`src/hw/rtl/mepwm_pkg.sv`:
```
package mepwm_pkg;

	typedef enum logic [1:0] {
		CMD_TICK  = 2'd0,
		CMD_WRITE = 2'd1,
		CMD_READ  = 2'd2
	} cmd_t;

	localparam logic [7:0] REG_PRESCALE = 8'h00;
	localparam logic [7:0] REG_PERIOD   = 8'h04;
	localparam logic [7:0] REG_EN_LO    = 8'h08;
	localparam logic [7:0] REG_EN_HI    = 8'h0C;
	localparam logic [7:0] REG_RISE0    = 8'h10;
	localparam logic [7:0] REG_FALL0    = 8'h14;
	localparam logic [7:0] FALL_OFS     = REG_FALL0 - REG_RISE0;

	localparam int unsigned CH_IDX_BITS = 5;

	typedef enum logic [2:0] {
		SEL_NONE,
		SEL_PRESCALE,
		SEL_PERIOD,
		SEL_EN_LO,
		SEL_EN_HI,
		SEL_RISE,
		SEL_FALL
	} sel_t;

	typedef struct packed {
		logic [1:0] cmd;
		logic [7:0] addr;
		logic [7:0] wdata;
	} req_t;

	typedef struct packed {
		sel_t                   sel;
		logic [CH_IDX_BITS-1:0] ch;
	} dec_t;

	function automatic dec_t decode_addr(input logic [7:0] addr);
		dec_t       d;
		logic [7:0] off;
		d.sel = SEL_NONE;
		d.ch  = '0;
		off   = addr - REG_RISE0;
		case (addr)
			REG_PRESCALE: d.sel = SEL_PRESCALE;
			REG_PERIOD:   d.sel = SEL_PERIOD;
			REG_EN_LO:    d.sel = SEL_EN_LO;
			REG_EN_HI:    d.sel = SEL_EN_HI;
			default: begin
				// channel pairs sit on an 8-byte stride above the first rise register
				if (addr >= REG_RISE0) begin
					d.ch = off[7:3];
					if (off[2:0] == 3'd0)
						d.sel = SEL_RISE;
					else if (off[2:0] == FALL_OFS[2:0])
						d.sel = SEL_FALL;
				end
			end
		endcase
		return d;
	endfunction

endpackage

```
`src/hw/rtl/mepwm_regfile.sv`:
```
module mepwm_regfile #(
	parameter int CHANNELS   = 16,
	parameter int COUNT_BITS = 8
) (
	input  logic                  clk,
	input  logic                  arst_n,
	input  logic                  commit,
	input  mepwm_pkg::req_t       req,
	output logic [7:0]            rdata,
	output logic [COUNT_BITS-1:0] step_nxt,
	output logic [CHANNELS-1:0]   en_nxt,
	output logic [COUNT_BITS-1:0] rise_nxt [CHANNELS],
	output logic [COUNT_BITS-1:0] fall_nxt [CHANNELS]
);

	logic [COUNT_BITS-1:0] prescale_q, period_q, presc_cnt_q, step_q;
	logic [COUNT_BITS-1:0] prescale_nxt, period_nxt, presc_cnt_nxt;
	logic [CHANNELS-1:0]   en_q;
	logic [COUNT_BITS-1:0] rise_q [CHANNELS];
	logic [COUNT_BITS-1:0] fall_q [CHANNELS];

	mepwm_pkg::dec_t       dec;
	logic                  is_wr, is_rd, is_tick;
	logic [COUNT_BITS+7:0] wext;
	logic [COUNT_BITS-1:0] wcount;
	logic [CHANNELS+15:0]  en_ext;
	logic [15:0]           en_full, en_wr;
	logic [COUNT_BITS+7:0] presc_ext, period_ext, edge_ext;
	logic [COUNT_BITS-1:0] edge_rd;

	assign dec     = mepwm_pkg::decode_addr(req.addr);
	assign is_tick = (req.cmd == mepwm_pkg::CMD_TICK);
	assign is_wr   = (req.cmd == mepwm_pkg::CMD_WRITE);
	assign is_rd   = (req.cmd == mepwm_pkg::CMD_READ);

	// byte writes fill the low bits only
	assign wext   = {{COUNT_BITS{1'b0}}, req.wdata};
	assign wcount = wext[COUNT_BITS-1:0];

	assign en_ext  = {16'h0000, en_q};
	assign en_full = en_ext[15:0];

	always_comb begin
		prescale_nxt  = prescale_q;
		period_nxt    = period_q;
		presc_cnt_nxt = presc_cnt_q;
		step_nxt      = step_q;
		en_wr         = en_full;
		for (int i = 0; i < CHANNELS; i++) begin
			rise_nxt[i] = rise_q[i];
			fall_nxt[i] = fall_q[i];
		end
		if (is_tick) begin
			if (presc_cnt_q >= prescale_q) begin
				presc_cnt_nxt = '0;
				if (step_q >= period_q)
					step_nxt = '0;
				else
					step_nxt = step_q + 1'b1;
			end else begin
				presc_cnt_nxt = presc_cnt_q + 1'b1;
			end
		end
		if (is_wr) begin
			case (dec.sel)
				mepwm_pkg::SEL_PRESCALE: prescale_nxt = wcount;
				mepwm_pkg::SEL_PERIOD:   period_nxt   = wcount;
				mepwm_pkg::SEL_EN_LO:    en_wr[7:0]   = req.wdata;
				mepwm_pkg::SEL_EN_HI:    en_wr[15:8]  = req.wdata;
				mepwm_pkg::SEL_RISE: begin
					for (int i = 0; i < CHANNELS; i++)
						if (dec.ch == mepwm_pkg::CH_IDX_BITS'(i))
							rise_nxt[i] = wcount;
				end
				mepwm_pkg::SEL_FALL: begin
					for (int i = 0; i < CHANNELS; i++)
						if (dec.ch == mepwm_pkg::CH_IDX_BITS'(i))
							fall_nxt[i] = wcount;
				end
				default: ;
			endcase
		end
		en_nxt = en_wr[CHANNELS-1:0];
	end

	// edge count read mux; channels that do not exist read as zero
	always_comb begin
		edge_rd = '0;
		for (int i = 0; i < CHANNELS; i++) begin
			if (dec.ch == mepwm_pkg::CH_IDX_BITS'(i)) begin
				if (dec.sel == mepwm_pkg::SEL_RISE)
					edge_rd = rise_q[i];
				else if (dec.sel == mepwm_pkg::SEL_FALL)
					edge_rd = fall_q[i];
			end
		end
	end

	assign presc_ext  = {8'h00, prescale_q};
	assign period_ext = {8'h00, period_q};
	assign edge_ext   = {8'h00, edge_rd};

	always_comb begin
		rdata = 8'h00;
		if (is_rd) begin
			case (dec.sel)
				mepwm_pkg::SEL_PRESCALE: rdata = presc_ext[7:0];
				mepwm_pkg::SEL_PERIOD:   rdata = period_ext[7:0];
				mepwm_pkg::SEL_EN_LO:    rdata = en_full[7:0];
				mepwm_pkg::SEL_EN_HI:    rdata = en_full[15:8];
				mepwm_pkg::SEL_RISE,
				mepwm_pkg::SEL_FALL:     rdata = edge_ext[7:0];
				default:                 rdata = 8'h00;
			endcase
		end
	end

	always_ff @(posedge clk or negedge arst_n) begin
		if (!arst_n) begin
			prescale_q  <= '0;
			period_q    <= '0;
			presc_cnt_q <= '0;
			step_q      <= '0;
			en_q        <= '0;
			for (int i = 0; i < CHANNELS; i++) begin
				rise_q[i] <= '0;
				fall_q[i] <= '0;
			end
		end else if (commit) begin
			prescale_q  <= prescale_nxt;
			period_q    <= period_nxt;
			presc_cnt_q <= presc_cnt_nxt;
			step_q      <= step_nxt;
			en_q        <= en_nxt;
			for (int i = 0; i < CHANNELS; i++) begin
				rise_q[i] <= rise_nxt[i];
				fall_q[i] <= fall_nxt[i];
			end
		end
	end

endmodule

```
`src/hw/rtl/mepwm_wave.sv`:
```
module mepwm_wave #(
	parameter int CHANNELS   = 16,
	parameter int COUNT_BITS = 8
) (
	input  logic [COUNT_BITS-1:0] step,
	input  logic [CHANNELS-1:0]   en,
	input  logic [15:0]           mapped,
	input  logic [COUNT_BITS-1:0] rise [CHANNELS],
	input  logic [COUNT_BITS-1:0] fall [CHANNELS],
	output logic [15:0]           pwm
);

	logic [CHANNELS-1:0]  hi;
	logic [CHANNELS+15:0] pwm_ext;

	// rise<fall: high inside [rise, fall); fall<rise: inverted window; equal: low
	always_comb begin
		for (int i = 0; i < CHANNELS; i++) begin
			if (rise[i] < fall[i])
				hi[i] = (step >= rise[i]) && (step < fall[i]);
			else if (fall[i] < rise[i])
				hi[i] = (step >= rise[i]) || (step < fall[i]);
			else
				hi[i] = 1'b0;
		end
	end

	assign pwm_ext = {16'h0000, hi & en & mapped[CHANNELS-1:0]};
	assign pwm     = pwm_ext[15:0];

endmodule

```
`src/hw/rtl/multichannel_edge_pwm_registers_core.sv`:
```
// channel | handshake          | payload
// in      | in_valid/in_stall  | cmd, addr, wdata
// out     | out_valid/out_stall| rdata, pwm_out
// cfg     | cfg_wr_en          | cfg_wr_data (mapped outputs)
//
// One transaction per cycle sustained while the result is not stalled.
// The input register holds the transaction; register update, read mux and the
// per-channel edge compare sit between it and the result register.
// Reset clears valid flags, settings and counters; mapped outputs reset to all ones.
// A stalled result holds the input register; no transaction is dropped.
module multichannel_edge_pwm_registers_core #(
	parameter int CHANNELS   = 16,
	parameter int COUNT_BITS = 8
) (
	input  logic        clk,
	input  logic        arst_n,
	input  logic        cfg_wr_en,
	input  logic [15:0] cfg_wr_data,
	input  logic        in_valid,
	output logic        in_stall,
	input  logic [1:0]  cmd,
	input  logic [7:0]  addr,
	input  logic [7:0]  wdata,
	output logic        out_valid,
	input  logic        out_stall,
	output logic [7:0]  rdata,
	output logic [15:0] pwm_out
);

	logic            valid_s1, valid_s2;
	mepwm_pkg::req_t req_s1;
	logic [7:0]      rdata_s2;
	logic [15:0]     pwm_s2;
	logic [15:0]     mapped_q;

	logic                  out_free, adv, accept;
	logic [7:0]            rdata_c;
	logic [15:0]           pwm_c;
	logic [COUNT_BITS-1:0] step_nxt;
	logic [CHANNELS-1:0]   en_nxt;
	logic [COUNT_BITS-1:0] rise_nxt [CHANNELS];
	logic [COUNT_BITS-1:0] fall_nxt [CHANNELS];

	assign out_free = !valid_s2 || !out_stall;
	assign adv      = valid_s1 && out_free;
	assign in_stall = valid_s1 && !out_free;
	assign accept   = in_valid && !in_stall;

	mepwm_regfile #(
		.CHANNELS   (CHANNELS),
		.COUNT_BITS (COUNT_BITS)
	) u_regs (
		.clk      (clk),
		.arst_n   (arst_n),
		.commit   (adv),
		.req      (req_s1),
		.rdata    (rdata_c),
		.step_nxt (step_nxt),
		.en_nxt   (en_nxt),
		.rise_nxt (rise_nxt),
		.fall_nxt (fall_nxt)
	);

	// outputs reflect the state after this transaction is applied
	mepwm_wave #(
		.CHANNELS   (CHANNELS),
		.COUNT_BITS (COUNT_BITS)
	) u_wave (
		.step   (step_nxt),
		.en     (en_nxt),
		.mapped (mapped_q),
		.rise   (rise_nxt),
		.fall   (fall_nxt),
		.pwm    (pwm_c)
	);

	always_ff @(posedge clk or negedge arst_n) begin
		if (!arst_n) begin
			valid_s1 <= 1'b0;
			valid_s2 <= 1'b0;
			mapped_q <= 16'hFFFF;
		end else begin
			if (accept)
				valid_s1 <= 1'b1;
			else if (adv)
				valid_s1 <= 1'b0;
			if (adv)
				valid_s2 <= 1'b1;
			else if (out_free)
				valid_s2 <= 1'b0;
			if (cfg_wr_en)
				mapped_q <= cfg_wr_data;
		end
	end

	always_ff @(posedge clk) begin
		if (accept)
			req_s1 <= '{cmd: cmd, addr: addr, wdata: wdata};
		if (adv) begin
			rdata_s2 <= rdata_c;
			pwm_s2   <= pwm_c;
		end
	end

	assign out_valid = valid_s2;
	assign rdata     = rdata_s2;
	assign pwm_out   = pwm_s2;

endmodule

```
`config.mk`:
```
export PLATFORM = sky130hd
export DESIGN_NAME = multichannel_edge_pwm_registers_core
export DESIGN_NICKNAME = d
export VERILOG_FILES = /design/src/hw/rtl/mepwm_pkg.sv /design/src/hw/rtl/mepwm_regfile.sv /design/src/hw/rtl/mepwm_wave.sv /design/src/hw/rtl/multichannel_edge_pwm_registers_core.sv
export SDC_FILE = /design/constraint.sdc
export NUM_CORES = 1
export LEC_CHECK = 0
export BUFFER_PORTS_ARGS = -buffer_cell sky130_fd_sc_hd__buf_2
export CORE_ASPECT_RATIO = 1.4
export CORE_MARGIN = 2
export CORE_UTILIZATION = 60
export CTS_CLUSTER_SIZE = 28
export DETAILED_ROUTE_END_ITERATION = 7
export MAX_ROUTING_LAYER = met4
export PLACE_DENSITY = 0.74
export REMOVE_ABC_BUFFERS = 1
export SYNTH_ARGS = -nofsm -noshare
export SYNTH_HDL_FRONTEND = slang
export SYNTH_SLANG_ARGS = --single-unit
```
`constraint.sdc`:
```
create_clock -name clk -period 10.1 [get_ports clk]
set_clock_uncertainty 0.1 [all_clocks]
set_input_delay 1.515 -clock clk [delete_from_list [all_inputs] [get_ports clk]]
set_output_delay 1.515 -clock clk [all_outputs]
set_load 0.03 [all_outputs]
```
==> results.toml <==
[status]
outcome = "finished clean"

[synth]
ys_types = 86
ys.flop_type = "dfrtp_1"
syn_area_um2 = 28970
ys_ff_latch = 364
syn_inst = 3177
seq_area_frac_synth_pct = 32.24
ys_warn_count = 0
synth_area_per_cell_um2 = 9.118
synthArstFlopShare_pct = 88.46
synth_edf_count = 42

[clock_tree]
cts_tree = "done"
clk_pin_slew_worst_paths_ns = 0.07
clock_latency_ns = 0.59
cts_setup_buffers = 0
cts_resized = 0
cts_max_level = 2
cts_hold_buffers = 0
cts_made_buffers = 40
cts_buffer_depth = 3
cts_num_sinks = 364
cts_root_buffer = "clkbuf_16"

[setup_path]
rr_worst_depth = 17
critPathMaxFanout = 12
crit_type = "flop to flop"
critPathRequiredTime_ns = 10.32
worstSetupEndpointType = "flop"
r2r-end = "pwm_out[14]"
r2r_start = "req_s1[12]"
critPathLaunchType = "flop"
cp.arrival_ns = 6.28
r2r_slack_ns = 4.04

[sta]
tightest_slew_ns = 1.195
min_period_ns = 6.055
fmax_mhz = 165.1
rsz0062_at_grt = "false"
fin_hold_ws_ns = 0.4016
tns_ns = 0
period_share_pct = 59.96
hold_violations = 0
slew_headroom_pct = 19.83
finalSetupViolCount = 0
drv_slew = 0

[grt]
grt_pass1_wl_um = 148700
grt_max_degree = 245
grt_overflow = 0
antenna_found_initial = 0
grt_pass1_vias = 25898
track_usage_pct = 39.85

[hold_path]
min_path_cells = 2
whs_endpoint = "u_regs.fall_q[9]"
hp-class = "flop to flop"
min_from = "u_regs.fall_q[9]"

[placed_design]
io_buffers = 64
detailed_place_hpwl_um = 67270
place_congestion = 1.020

[detailed_routing]
drc = 0
via_per_inst = 6.651
ant_nets = 0
finalWirelength_um = 96830
first_pass_iters = 6
wl_per_cell_um = 25.21
drtIter0Drc = 1970
vias = 25545

[die]
io_pins = 65
dieArea_um2 = 50080
die_y_um = 264.0
start_util_pct = 60.47
dieWidth_um = 189.7
core_um2 = 47900
std_cell_rows = 95

[final_layout]
drive_above_1_share_pct = 11.49
area_growth_pct = 8.203
diodes = 0
final_nets = 3608

[power_and_ir_drop]
power.leakage_nw = 15.94
ir_drop_mv = 0.1338
power_density_nw_per_um2 = 130.3

[flow_run]
cap_violations = 0
## worst max-delay path: stages, from the launching register on
cell and delay [ns]:
edfxtp_1 0.58, inv_1 0.16, ha_1 0.32, or3_1 0.46, o22ai_2 0.74, o2111ai_1 0.40
nor2_1 0.80, mux2i_1 0.38, inv_1 0.09, ha_1 0.27, nand2b_1 0.14, a21o_1 0.18
a21o_1 0.17, a21oi_1 0.13, o21ai_0 0.13, and3b_1 0.23, o311ai_0 0.43, a31oi_1 0.08
## state kept, by name, indices dropped and copies added (netlist names)
name and cells:
u_regs.fall_q 128, valid_s1 1, req_s1 18, pwm_out 16, u_regs.en_full 16, u_regs.prescale_q 8
u_regs.period_q 8, u_regs.presc_cnt_q 8, out_valid 1, u_regs.rise_q 128, rdata 8, u_regs.step_q 8
mapped_q 16
## power breakdown
group / internal (mW) / total (mW) / leakage (nW) / switching (mW)
Sequential: 1.57 / 1.65 / 4.76 / 0.0795
Clock: 0.896 / 1.55 / 0.676 / 0.659
Combinational: 0.323 / 0.879 / 10.5 / 0.555
## placed cells by master, fill, tap and decap left out, types with 42 or more instances in the layout
cell type    n
edfxtp_1    42
a21o_1      83
nand3_1     42
dfrtp_1    306
a21oi_1    182
buf_4       46
mux2_2     128
nand2_1    425
nor2_1      94
o21ai_0    362
mux2i_1    267
inv_1      175
nand4_1     50
nand2b_1    60
ha_1       389
buf_2       63
## routing by layer
layer | vias up | track usage, % | part of all wire (%)
li1 | 11629 | - | -
met3 | 409 | 5.301 | 6.4
met1 | 12414 | 45.77 | 38
met5 | - | - | 0
met2 | 1093 | 64.12 | 47
met4 | 0 | 28.56 | 8.5
## cells in the mapped netlist (6+ instances only)
| library cell | count | area, µm² |
|---|---|---|
| a2111oi_0 | 9 | 78.83 |
| a211oi_1 | 18 | 135.1 |
| a21o_1 | 83 | 623.1 |
| a21oi_1 | 182 | 910.9 |
| a22oi_1 | 12 | 90.09 |
| a31oi_1 | 13 | 81.33 |
| a32oi_1 | 10 | 87.58 |
| and3_1 | 18 | 112.6 |
| and4_1 | 7 | 61.31 |
| buf_1 | 7 | 26.28 |
| buf_2 | 24 | 120.1 |
| clkbuf_1 | 117 | 439.2 |
| dfrtp_1 | 306 | 7657 |
| dfstp_2 | 16 | 420.4 |
| edfxtp_1 | 42 | 1261 |
| ha_1 | 389 | 4867 |
| inv_1 | 175 | 656.9 |
| mux2_2 | 128 | 1441 |
| mux2i_1 | 267 | 2673 |
| nand2_1 | 426 | 1599 |
| nand2b_1 | 60 | 375.4 |
| nand3_1 | 42 | 210.2 |
| nand4_1 | 50 | 312.8 |
| nor2_1 | 94 | 352.8 |
| nor2b_1 | 38 | 237.7 |
| nor3_1 | 24 | 120.1 |
| o2111ai_1 | 6 | 52.55 |
| o2111ai_2 | 6 | 90.09 |
| o211ai_1 | 30 | 225.2 |
| o21a_1 | 19 | 142.6 |
| o21ai_0 | 365 | 1827 |
| o21ai_1 | 6 | 30.03 |
| o221ai_1 | 11 | 96.34 |
| o22ai_1 | 11 | 68.82 |
| o31ai_1 | 13 | 97.59 |
| o41a_1 | 9 | 101.4 |
| o41ai_1 | 13 | 113.9 |
| or2_2 | 9 | 56.30 |
| or3_1 | 8 | 50.05 |
| or4_1 | 7 | 52.55 |
## cell families after synthesis
kind of cell             after synthesis  synth area share (%)
multiplexers                         395                 14.20
adder cells (fa/ha/maj)              389                 16.80
flip-flops                           364                 32.24
XOR/XNOR                               5                0.1771
AND/OR/NAND/NOR                      821                 13.40
buffers and inverters                329                 4.432
AO/OA/AOI/OAI                        874                 18.75
## stage by stage
stage	utilization, %	total power [mW]	setup WS, ns	std cells	cell area, µm²
after CTS	65.43	4.078	4.209	3841	31340
after global placement	62.60	2.500	4.289	3768	29990
after floorplan	-	2.251	0.1676	3026	28350
after global routing	65.43	4.247	3.701	3841	31340
final	65.43	4.084	4.045	3841	31340
after detailed placement	62.60	2.537	4.235	3768	29990
## how the worst max path moves through the flow
| stage | startpoint | to | slack, ns | cells after the start |
|---|---|---|---|---|
| floorplan | out_stall | u_regs.fall_q[26] | 0.17 | 6 |
| global placement | req_s1[10] | pwm_out[8] | 4.29 | 15 |
| detailed placement | req_s1[12] | pwm_out[14] | 4.23 | 17 |
| CTS | req_s1[12] | pwm_out[14] | 4.21 | 17 |
| global route | req_s1[10] | pwm_out[8] | 3.70 | 15 |
| finish | req_s1[12] | pwm_out[14] | 4.04 | 17 |
## layout make-up
class	instances	area [µm²]
clock buffer	55	1179
clock inverter	18	178.9
fill	3889	16560
inverter	178	668.1
multi-input combinational	2484	18470
sequential	364	9339
tap	630	788.3
timing repair buffer	112	715.7
No activity file was read; power rests on OpenSTA's default activity.
